**src/hw/rtl/rpr_pkg.sv**
```systemverilog
// ----------------------------------------------------------------------------
// rpr_pkg: shared types and constants of the wrapping phase ramp
// Widths of the Q16.16 datapath, register indexes, controller states and the
// request and response words of the serial divider and multiplier.
// ----------------------------------------------------------------------------
package rpr_pkg;

  localparam int FRAC_BITS = 16;
  localparam int TRIG_BITS = 16;

  localparam int LVL_W   = 32;
  localparam int RATE_W  = 32;
  localparam int TRIG_W  = TRIG_BITS;
  localparam int FRAC_W  = FRAC_BITS + 1;
  localparam int DEN_W   = TRIG_W + 1;
  localparam int PROD_W  = RATE_W + 1;
  localparam int LOAD_W  = LVL_W + 2;
  localparam int SUM_W   = LOAD_W + 1;
  localparam int DIFF_W  = SUM_W + 1;
  localparam int SPAN_W  = LVL_W + 1;
  localparam int REM_W   = SPAN_W + 1;

  localparam int DIV_N_W   = DIFF_W;
  localparam int DIV_R_W   = SPAN_W;
  localparam int DIV_CNT_W = $clog2(DIV_N_W + 1);
  localparam int MUL_CNT_W = $clog2(FRAC_BITS + 1);

  localparam int APB_DATA_W = 32;
  localparam int APB_ADDR_W = 4;
  localparam int REG_IDX_W  = APB_ADDR_W - 2;

  localparam logic [LVL_W-1:0] RANGE_START_RST = 32'h0000_0000;
  localparam logic [LVL_W-1:0] RANGE_END_RST   = 32'h0001_0000;
  localparam logic [LVL_W-1:0] RESET_POS_RST   = 32'h0000_0000;

  typedef enum logic [REG_IDX_W-1:0] {
    REG_RANGE_START = 2'd0,
    REG_RANGE_END   = 2'd1,
    REG_RESET_POS   = 2'd2
  } reg_idx_e;

  typedef enum logic [3:0] {
    S_IDLE,
    S_PREP,
    S_DIV,
    S_MUL,
    S_SHOW,
    S_DIFF,
    S_MOD,
    S_MWAIT,
    S_FIX,
    S_STORE
  } state_e;

  typedef struct packed {
    logic                 start;
    logic [DIV_CNT_W-1:0] steps;
    logic [DIV_R_W-1:0]   rem_init;
    logic [DIV_N_W-1:0]   num;
    logic [DIV_R_W-1:0]   den;
  } div_req_t;

  typedef struct packed {
    logic               done;
    logic [DIV_N_W-1:0] quot;
    logic [DIV_R_W-1:0] rem;
  } div_rsp_t;

  typedef struct packed {
    logic              start;
    logic [FRAC_W-1:0] frac;
    logic [RATE_W-1:0] rate;
  } mul_req_t;

  typedef struct packed {
    logic              done;
    logic [PROD_W-1:0] prod;
  } mul_rsp_t;

endpackage

```
**src/hw/rtl/rpr_divider.sv**
```systemverilog
// ----------------------------------------------------------------------------
// rpr_divider: serial restoring divider
// Produces one quotient bit per cycle for a programmable number of steps,
// starting from a preloaded partial remainder.
// ----------------------------------------------------------------------------
module rpr_divider import rpr_pkg::*; (
  input  logic     clk_i,
  input  logic     rst_ni,
  input  div_req_t req_i,
  output div_rsp_t rsp_o
);

  logic                 busy_q, busy_d;
  logic                 done_q, done_d;
  logic [DIV_CNT_W-1:0] cnt_q, cnt_d;
  logic [DIV_R_W-1:0]   rem_q, rem_d;
  logic [DIV_N_W-1:0]   num_q, num_d;
  logic [DIV_R_W-1:0]   den_q, den_d;

  logic [DIV_R_W:0] shifted;
  logic [DIV_R_W:0] diff;
  logic             fits;

  assign shifted = {rem_q, num_q[DIV_N_W-1]};
  assign diff    = shifted - {1'b0, den_q};
  assign fits    = shifted >= {1'b0, den_q};

  always_comb begin
    busy_d = busy_q;
    done_d = 1'b0;
    cnt_d  = cnt_q;
    rem_d  = rem_q;
    num_d  = num_q;
    den_d  = den_q;
    if (req_i.start && !busy_q) begin
      busy_d = 1'b1;
      cnt_d  = req_i.steps;
      rem_d  = req_i.rem_init;
      num_d  = req_i.num;
      den_d  = req_i.den;
    end else if (busy_q) begin
      rem_d = fits ? diff[DIV_R_W-1:0] : shifted[DIV_R_W-1:0];
      num_d = {num_q[DIV_N_W-2:0], fits};
      cnt_d = cnt_q - DIV_CNT_W'(1);
      if (cnt_q == DIV_CNT_W'(1)) begin
        busy_d = 1'b0;
        done_d = 1'b1;
      end
    end
  end

  always_ff @(posedge clk_i or negedge rst_ni) begin
    if (!rst_ni) begin
      busy_q <= 1'b0;
      done_q <= 1'b0;
      cnt_q  <= '0;
    end else begin
      busy_q <= busy_d;
      done_q <= done_d;
      cnt_q  <= cnt_d;
    end
  end

  always_ff @(posedge clk_i) begin
    rem_q <= rem_d;
    num_q <= num_d;
    den_q <= den_d;
  end

  assign rsp_o.done = done_q;
  assign rsp_o.quot = num_q;
  assign rsp_o.rem  = rem_q;

endmodule

```
**src/hw/rtl/rpr_multiplier.sv**
```systemverilog
// ----------------------------------------------------------------------------
// rpr_multiplier: serial fraction by rate multiplier
// Scales the signed rate by an unsigned fraction in (0, 1], one fraction bit
// per cycle, rounding towards minus infinity.
// ----------------------------------------------------------------------------
module rpr_multiplier import rpr_pkg::*; (
  input  logic     clk_i,
  input  logic     rst_ni,
  input  mul_req_t req_i,
  output mul_rsp_t rsp_o
);

  logic                 busy_q, busy_d;
  logic                 done_q, done_d;
  logic [MUL_CNT_W-1:0] cnt_q, cnt_d;
  logic [FRAC_BITS-1:0] frac_q, frac_d;
  logic [RATE_W-1:0]    rate_q, rate_d;
  logic signed [PROD_W-1:0] acc_q, acc_d;

  logic signed [PROD_W:0] sum;

  assign sum = (PROD_W + 1)'(acc_q)
             + (frac_q[0] ? (PROD_W + 1)'($signed(rate_q)) : '0);

  always_comb begin
    busy_d = busy_q;
    done_d = 1'b0;
    cnt_d  = cnt_q;
    frac_d = frac_q;
    rate_d = rate_q;
    acc_d  = acc_q;
    if (req_i.start && !busy_q) begin
      rate_d = req_i.rate;
      if (req_i.frac[FRAC_BITS]) begin
        acc_d  = PROD_W'($signed(req_i.rate));
        done_d = 1'b1;
      end else begin
        acc_d  = '0;
        frac_d = req_i.frac[FRAC_BITS-1:0];
        cnt_d  = MUL_CNT_W'(FRAC_BITS);
        busy_d = 1'b1;
      end
    end else if (busy_q) begin
      acc_d  = sum[PROD_W:1];
      frac_d = frac_q >> 1;
      cnt_d  = cnt_q - MUL_CNT_W'(1);
      if (cnt_q == MUL_CNT_W'(1)) begin
        busy_d = 1'b0;
        done_d = 1'b1;
      end
    end
  end

  always_ff @(posedge clk_i or negedge rst_ni) begin
    if (!rst_ni) begin
      busy_q <= 1'b0;
      done_q <= 1'b0;
      cnt_q  <= '0;
    end else begin
      busy_q <= busy_d;
      done_q <= done_d;
      cnt_q  <= cnt_d;
    end
  end

  always_ff @(posedge clk_i) begin
    frac_q <= frac_d;
    rate_q <= rate_d;
    acc_q  <= acc_d;
  end

  assign rsp_o.done = done_q;
  assign rsp_o.prod = acc_q;

endmodule

```
**src/hw/rtl/wrapping_phase_ramp.sv**
```systemverilog
// ----------------------------------------------------------------------------
// wrapping_phase_ramp: phase ramp with trigger restart and range wrap
// A word without a trigger crossing starts from the stored level; a crossing runs
// the division, then the 16-step multiplication, which a fraction of one skips
// when the previous trigger was zero. The phase word is shown before the 36-step
// wrap division, which dominates; an empty range skips it. Stalls on the phase
// output hold the controller in S_SHOW; no new word is taken before the level is stored.
// Reset clears the level and the trigger history and resets the registers at once.
// ----------------------------------------------------------------------------
module wrapping_phase_ramp import rpr_pkg::*; (
  input  logic                  clk_i,
  input  logic                  rst_ni,
  input  logic                  psel,
  input  logic                  penable,
  input  logic                  pwrite,
  input  logic [APB_ADDR_W-1:0] paddr,
  input  logic [APB_DATA_W-1:0] pwdata,
  output logic [APB_DATA_W-1:0] prdata,
  output logic                  pready,
  input  logic                  in_valid_i,
  output logic                  in_ready_o,
  input  logic [TRIG_W-1:0]     trigger_i,
  input  logic [RATE_W-1:0]     rate_i,
  output logic                  out_valid_o,
  input  logic                  out_ready_i,
  output logic [LVL_W-1:0]      phase_o
);

  state_e state_q, state_d;

  logic [LVL_W-1:0] range_start_q, range_end_q, reset_pos_q;
  logic             wr_en;
  reg_idx_e         reg_idx;

  logic              primed_q, primed_d;
  logic [TRIG_W-1:0] prev_q, prev_d;
  logic [LVL_W-1:0]  level_q, level_d;
  logic              out_valid_q, out_valid_d;
  logic [LVL_W-1:0]  phase_q, phase_d;

  logic signed [TRIG_W-1:0] cur_q, cur_d;
  logic signed [RATE_W-1:0] rate_q, rate_d;
  logic signed [LOAD_W-1:0] lvl_q, lvl_d;
  logic signed [SUM_W-1:0]  x_q, x_d;
  logic signed [SPAN_W-1:0] span_q, span_d;
  logic signed [DIFF_W-1:0] dlt_q, dlt_d;
  logic signed [REM_W-1:0]  r_q, r_d;

  logic              fire;
  logic [DEN_W-1:0]  den;
  logic signed [REM_W-1:0] mag;
  logic [LVL_W:0]    store_sum;
  div_req_t          div_req;
  div_rsp_t          div_rsp;
  mul_req_t          mul_req;
  mul_rsp_t          mul_rsp;

  function automatic logic [LVL_W-1:0] saturate(input logic signed [LOAD_W-1:0] v);
    logic [LVL_W-1:0] res;
    if (v > LOAD_W'(signed'({1'b0, {(LVL_W - 1){1'b1}}}))) begin
      res = {1'b0, {(LVL_W - 1){1'b1}}};
    end else if (v < LOAD_W'(signed'({1'b1, {(LVL_W - 1){1'b0}}}))) begin
      res = {1'b1, {(LVL_W - 1){1'b0}}};
    end else begin
      res = v[LVL_W-1:0];
    end
    return res;
  endfunction

  // Configuration registers
  assign pready  = 1'b1;
  assign wr_en   = psel && penable && pwrite && pready;
  assign reg_idx = reg_idx_e'(paddr[APB_ADDR_W-1:2]);

  always_comb begin
    unique case (reg_idx)
      REG_RANGE_START: prdata = range_start_q;
      REG_RANGE_END:   prdata = range_end_q;
      REG_RESET_POS:   prdata = reset_pos_q;
      default:         prdata = '0;
    endcase
  end

  always_ff @(posedge clk_i or negedge rst_ni) begin
    if (!rst_ni) begin
      range_start_q <= RANGE_START_RST;
      range_end_q   <= RANGE_END_RST;
      reset_pos_q   <= RESET_POS_RST;
    end else if (wr_en) begin
      unique case (reg_idx)
        REG_RANGE_START: range_start_q <= pwdata;
        REG_RANGE_END:   range_end_q   <= pwdata;
        REG_RESET_POS:   reset_pos_q   <= pwdata;
        default: ;
      endcase
    end
  end

  // Controller
  assign fire = primed_q && ($signed(prev_q) <= 0) && (cur_q > 0);
  assign den  = DEN_W'(cur_q) - DEN_W'($signed(prev_q));
  assign mag  = $signed({1'b0, div_rsp.rem});
  assign store_sum = (LVL_W + 1)'($signed(range_start_q)) + (LVL_W + 1)'(r_q);

  always_comb begin
    state_d     = state_q;
    primed_d    = primed_q;
    prev_d      = prev_q;
    level_d     = level_q;
    out_valid_d = out_valid_q && !out_ready_i;
    phase_d     = phase_q;
    cur_d       = cur_q;
    rate_d      = rate_q;
    lvl_d       = lvl_q;
    x_d         = x_q;
    span_d      = span_q;
    dlt_d       = dlt_q;
    r_d         = r_q;
    div_req     = '0;
    mul_req     = '0;
    unique case (state_q)
      S_IDLE: begin
        if (in_valid_i) begin
          cur_d   = trigger_i;
          rate_d  = rate_i;
          state_d = S_PREP;
        end
      end
      S_PREP: begin
        prev_d   = cur_q;
        primed_d = 1'b1;
        if (fire) begin
          div_req.start    = 1'b1;
          div_req.steps    = DIV_CNT_W'(FRAC_W);
          div_req.rem_init = DIV_R_W'(cur_q[TRIG_W-1:1]);
          div_req.num      = {cur_q[0], {(DIV_N_W - 1){1'b0}}};
          div_req.den      = DIV_R_W'(den);
          state_d          = S_DIV;
        end else begin
          lvl_d   = LOAD_W'($signed(level_q));
          state_d = S_SHOW;
        end
      end
      S_DIV: begin
        if (div_rsp.done) begin
          mul_req.start = 1'b1;
          mul_req.frac  = div_rsp.quot[FRAC_W-1:0];
          mul_req.rate  = rate_q;
          state_d       = S_MUL;
        end
      end
      S_MUL: begin
        if (mul_rsp.done) begin
          lvl_d   = LOAD_W'($signed(reset_pos_q)) + LOAD_W'($signed(mul_rsp.prod));
          state_d = S_SHOW;
        end
      end
      S_SHOW: begin
        if (!out_valid_q || out_ready_i) begin
          phase_d     = saturate(lvl_q);
          out_valid_d = 1'b1;
          x_d         = SUM_W'(lvl_q) + SUM_W'(rate_q);
          span_d      = SPAN_W'($signed(range_end_q)) - SPAN_W'($signed(range_start_q));
          state_d     = S_DIFF;
        end
      end
      S_DIFF: begin
        dlt_d   = DIFF_W'(x_q) - DIFF_W'($signed(range_start_q));
        state_d = S_MOD;
      end
      S_MOD: begin
        if (span_q == '0) begin
          level_d = range_start_q;
          state_d = S_IDLE;
        end else begin
          div_req.start    = 1'b1;
          div_req.steps    = DIV_CNT_W'(DIV_N_W);
          div_req.rem_init = '0;
          div_req.num      = dlt_q[DIFF_W-1] ? DIV_N_W'(-dlt_q) : DIV_N_W'(dlt_q);
          div_req.den      = span_q[SPAN_W-1] ? DIV_R_W'(-span_q) : DIV_R_W'(span_q);
          state_d          = S_MWAIT;
        end
      end
      S_MWAIT: begin
        if (div_rsp.done) begin
          r_d     = dlt_q[DIFF_W-1] ? -mag : mag;
          state_d = S_FIX;
        end
      end
      S_FIX: begin
        if ((dlt_q[DIFF_W-1] != span_q[SPAN_W-1]) && (r_q != '0)) begin
          r_d = r_q + REM_W'(span_q);
        end
        state_d = S_STORE;
      end
      S_STORE: begin
        level_d = store_sum[LVL_W-1:0];
        state_d = S_IDLE;
      end
      default: state_d = S_IDLE;
    endcase
  end

  always_ff @(posedge clk_i or negedge rst_ni) begin
    if (!rst_ni) begin
      state_q     <= S_IDLE;
      primed_q    <= 1'b0;
      prev_q      <= '0;
      level_q     <= '0;
      out_valid_q <= 1'b0;
    end else begin
      state_q     <= state_d;
      primed_q    <= primed_d;
      prev_q      <= prev_d;
      level_q     <= level_d;
      out_valid_q <= out_valid_d;
    end
  end

  always_ff @(posedge clk_i) begin
    phase_q <= phase_d;
    cur_q   <= cur_d;
    rate_q  <= rate_d;
    lvl_q   <= lvl_d;
    x_q     <= x_d;
    span_q  <= span_d;
    dlt_q   <= dlt_d;
    r_q     <= r_d;
  end

  rpr_divider u_divider (
    .clk_i  (clk_i),
    .rst_ni (rst_ni),
    .req_i  (div_req),
    .rsp_o  (div_rsp)
  );

  rpr_multiplier u_multiplier (
    .clk_i  (clk_i),
    .rst_ni (rst_ni),
    .req_i  (mul_req),
    .rsp_o  (mul_rsp)
  );

  assign in_ready_o  = (state_q == S_IDLE);
  assign out_valid_o = out_valid_q;
  assign phase_o     = phase_q;

endmodule
```
**config.mk**
```make
export PLATFORM = sky130hd
export DESIGN_NAME = wrapping_phase_ramp
export DESIGN_NICKNAME = d
export VERILOG_FILES = /design/src/hw/rtl/rpr_pkg.sv /design/src/hw/rtl/rpr_divider.sv /design/src/hw/rtl/rpr_multiplier.sv /design/src/hw/rtl/wrapping_phase_ramp.sv
export SDC_FILE = /design/constraint.sdc
export NUM_CORES = 2
export LEC_CHECK = 0
export ABC_CLOCK_PERIOD_IN_PS = 12580
export BUFFER_PORTS_ARGS = -buffer_cell sky130_fd_sc_hd__buf_2
export CAP_MARGIN = 20
export CORE_MARGIN = 1.5
export CORE_UTILIZATION = 40
export CTS_CLUSTER_DIAMETER = 40
export DETAILED_ROUTE_END_ITERATION = 7
export SETUP_SLACK_MARGIN = 0.02
export SLEW_MARGIN = 15
export SYNTH_ARGS = -nofsm -noshare
export SYNTH_HDL_FRONTEND = slang
export SYNTH_SLANG_ARGS = --single-unit
```
**constraint.sdc**
```tcl
create_clock -name clk_i -period 12.58 [get_ports clk_i]
set_input_delay 2.516 -clock clk_i [delete_from_list [all_inputs] [get_ports clk_i]]
set_output_delay 2.516 -clock clk_i [all_outputs]
set_load 0.1 [all_outputs]
```
==> summary.md <==
| Metric | Value |
|---|---|
| Status | completed |
| Synth Register Bits | 600 |
| Largest family of logic cells by synthesized area | compound AO/OA/AOI/OAI gates |
| Number of flops mapped to enable cells by yosys | 435 |
| WL/cell | 20.3 µm |
| R2R Setup Slk | 7.87 ns |
| Max_cap viols | 0 |
| Die ar. | 0.100 mm² |
| H-tree level count | 3 |
| CTS tree | yes |
| # Post-CTS Setup Buffers | 0 |
| Complex-gate fraction of the synthesized area | 0.181 |
| Cells after synthesis | 4007 |
| Synth Net Count | 4393 |
| Area growth from synthesis to final layout | 16.0% |
| Area after DPL | 0.0417 mm² |
| Top Ports | 158 |
| Startpoint types | input pin |
| Synth Area in Simple Gates | 0.144 |
| Hold path cells | 1 |
| Leakage | 0.0185 µW |
| Slew Limit Headroom | 0.136 |
| Clock Tree Buf Depth | 3 |
| Initial Util | 0.406 |
| DRT iter0 DRCs | 1911 |
| Synth top cells by count | edfxtp_1 (435), nand2_1 (399), ha_1 (286) |
| Reg2Reg Depth | 11 |
| WP data required | 10.06 ns |
| Root Buffer | clkbuf_16 |
| Resize count post-CTS | 0 |
| Nets@finish | 4561 |
| Largest net degree at the start of global routing | 90 |
| YS warnings | 0 |
| Slew @ Worst Pin | 1.28 ns |
| RSZ-0062 raised after global routing | no |
| Fin. max-slew vios | 0 |
| HP Start | primed_q |
| Post-synthesis adder-cell area fraction | 0.0954 |
| Seq/Total Area, Yosys | 0.436 |
| Setup-failing EPs final | 0 |
| Critical-path maximum fanout | 25 |
| Worst Hold Endpoint | primed_q |
| Tmin final | 7.61 ns |
| Fin area | 0.0457 mm² |
| First-pass GRT wire length | 174 mm |
| FP Rows | 114 |
| Clk slew on worst S/H paths | 0.05 ns |
| Worst EP arrival | 5.10 ns |
| Fraction of layout cells with a size suffix above 1 | 0.122 |
| Final core area utilization | 0.471 |
| Die width | 317 µm |
| Synth area leaders | edfxtp_1 (33%), dfrtp_1 (10%), ha_1 (9.1%), nand2_1 (3.8%), xor2_1 (3.8%) |
| Power per standard cell area | 151 mW/mm² |
| Total grt overflow | 0 |
| Crit Path Category | input pin to output pin |
| Asr flop ratio synth | 0.275 |
| Vias/cell | 5.56 |
| Worst Hold Class | flop to flop |
| Final hold viol count | 0 |
| Mux cell area share after synthesis | 0.0392 |
| Avg Cell Area, Syn | 9.84 µm² |
| DR pass1 iterations | 5 |
| Most used DFF post-synth | edfxtp_1 |
| Final GP Congestion | 0.913 |
| GRT Resource Usage Total | 0.225 |
| Area share of the largest cell type after synthesis | 0.331 |
| Detailed-route via count | 30900 |
| Total CTS buffers | 113 |
| Max frequency | 131 MHz |
| Core region area | 0.0971 mm² |
| Routed Antenna Nets | 0 |
| DIE HEIGHT | 317 µm |
| Min Hold Slack | 0.479 ns |
| Crit. End Element | output pin |
| Port bufs | 154 |
| Area share of xor/xnor cells in the synthesized design | 0.0738 |
| CTS Sinks | 600 |
| Hold-fix buffers at CTS | 0 |
| Initial antenna violation count | 6 |
| Period Utilization, post-route | 0.605 |
| Setup TNS | 0 ns |
| Post-route DRC violation count | 0 |
| Mapped cell area | 0.0394 mm² |
| Final Routed Wirelength | 113 mm |
| Clock skew | 0.0516 ns |
| HPWL Detailed | 85.3 mm |
| Fillers | 9084 |
| Vias in the first global route | 30500 |
| Worst-Skew Late Latency | 0.71 ns |
| Yosys cell types | 89 |
| Area leader, netlist | edfxtp_1 |
| Reg2Reg Launch Point | span_q[7] |
| Worst vdd ir | 0.124 mV |
| Most numerous cell in the Yosys netlist | edfxtp_1 |
| Worst reg2reg endpoint | u_divider.rem_q[25] |
[worst max path at each step]
| stage | start | end | slack, ns | cells past startpoint |
|---|---|---|---|---|
| 2_1_floorplan | out_ready_i | phase_o[0] | 4.02 | 2 |
| 3_3_place_gp | paddr[2] | prdata[31] | 5.15 | 5 |
| 3_5_place_dp | paddr[2] | prdata[31] | 5.13 | 5 |
| 4_1_cts | paddr[2] | prdata[31] | 5.13 | 5 |
| 5_1_grt | paddr[2] | prdata[31] | 5.15 | 5 |
| 6_report | paddr[2] | prdata[31] | 4.97 | 5 |
[per-layer routing]
metal,part of all wire,GRT usage,vias up,wire length [µm]
met1,0.46,0.305,14800,51600
met2,0.45,0.361,748,51200
met5,0.00014,0,-,16
met4,0.042,0.0956,2,4710
li1,-,-,15100,-
met3,0.049,0.0335,214,5560
[kinds of logic after synthesis]
family / count (synthesis)
XOR/XNOR: 332
other: 1
buffers and inverters: 308
AND/OR/NAND/NOR: 1183
multiplexers: 146
flip-flops: 600
AO/OA/AOI/OAI: 1142
adder cells (fa/ha/maj): 295
[critical path: stages]
cell	delay, ns
buf_2	0.30
buf_4	0.49
mux2i_1	0.13
o21ai_0	1.00
buf_2	0.60
[final cells by class]
cell class | count | area (µm²) | area share
antenna | 3 | 7.51 | 0.000164
clock buffer | 134 | 3070 | 0.0672
clock inverter | 81 | 968 | 0.0212
inverter | 166 | 624 | 0.0137
multi-input combinational | 3099 | 21200 | 0.463
sequential | 600 | 17200 | 0.376
tap | 1276 | 1600 | 0.0349
timing repair buffer | 195 | 1080 | 0.0237
[flip-flops by register name, indices dropped and copies added (netlist names), 32 cells and up]
name	cells
dlt_q	36
level_q	32
lvl_q	34
phase_o	32
r_q	34
range_end_q	32
range_start_q	32
rate_q	32
reset_pos_q	32
span_q	33
u_divider.den_q	33
u_divider.num_q	36
u_divider.rem_q	33
u_multiplier.acc_q	33
u_multiplier.rate_q	32
x_q	35
[per-stage QoR]
stage               total power [µW]  instances  setup WS [ns]
finish                          6880       5554           4.97
global route                    7170       5552           5.15
CTS                             6930       5550           5.13
detailed placement              3720       5335           5.13
global placement                3720       5335           5.15
floorplan                       3380       4007           4.02
[report_power, final]
part	internal (µW)	switching [µW]	total, µW
clock	2040	1140	3180
sequential	2230	110	2340
combinational	526	839	1370
[layout by cell type (no fill, tap or decap), drive strengths merged, types with 42 or more instances in the layout]
cell    Yosys  layout
edfxtp    435     435
o31ai      49      49
mux2       68      68
a21oi     256     256
dfrtp     164     164
nand3     126     126
nand2     399     399
ha        286     286
xor2      170     170
clkbuf    116     136
nor3       46      46
o21a       42      42
inv       166     183
a21o      152     152
nand2b     48      48
nor2b      46      46
mux2i      78      78
xnor2     162     162
and2       76      76
o21ai     374     374
nor2      258     258
buf        26     193
Power figures use the tool's default switching activity.
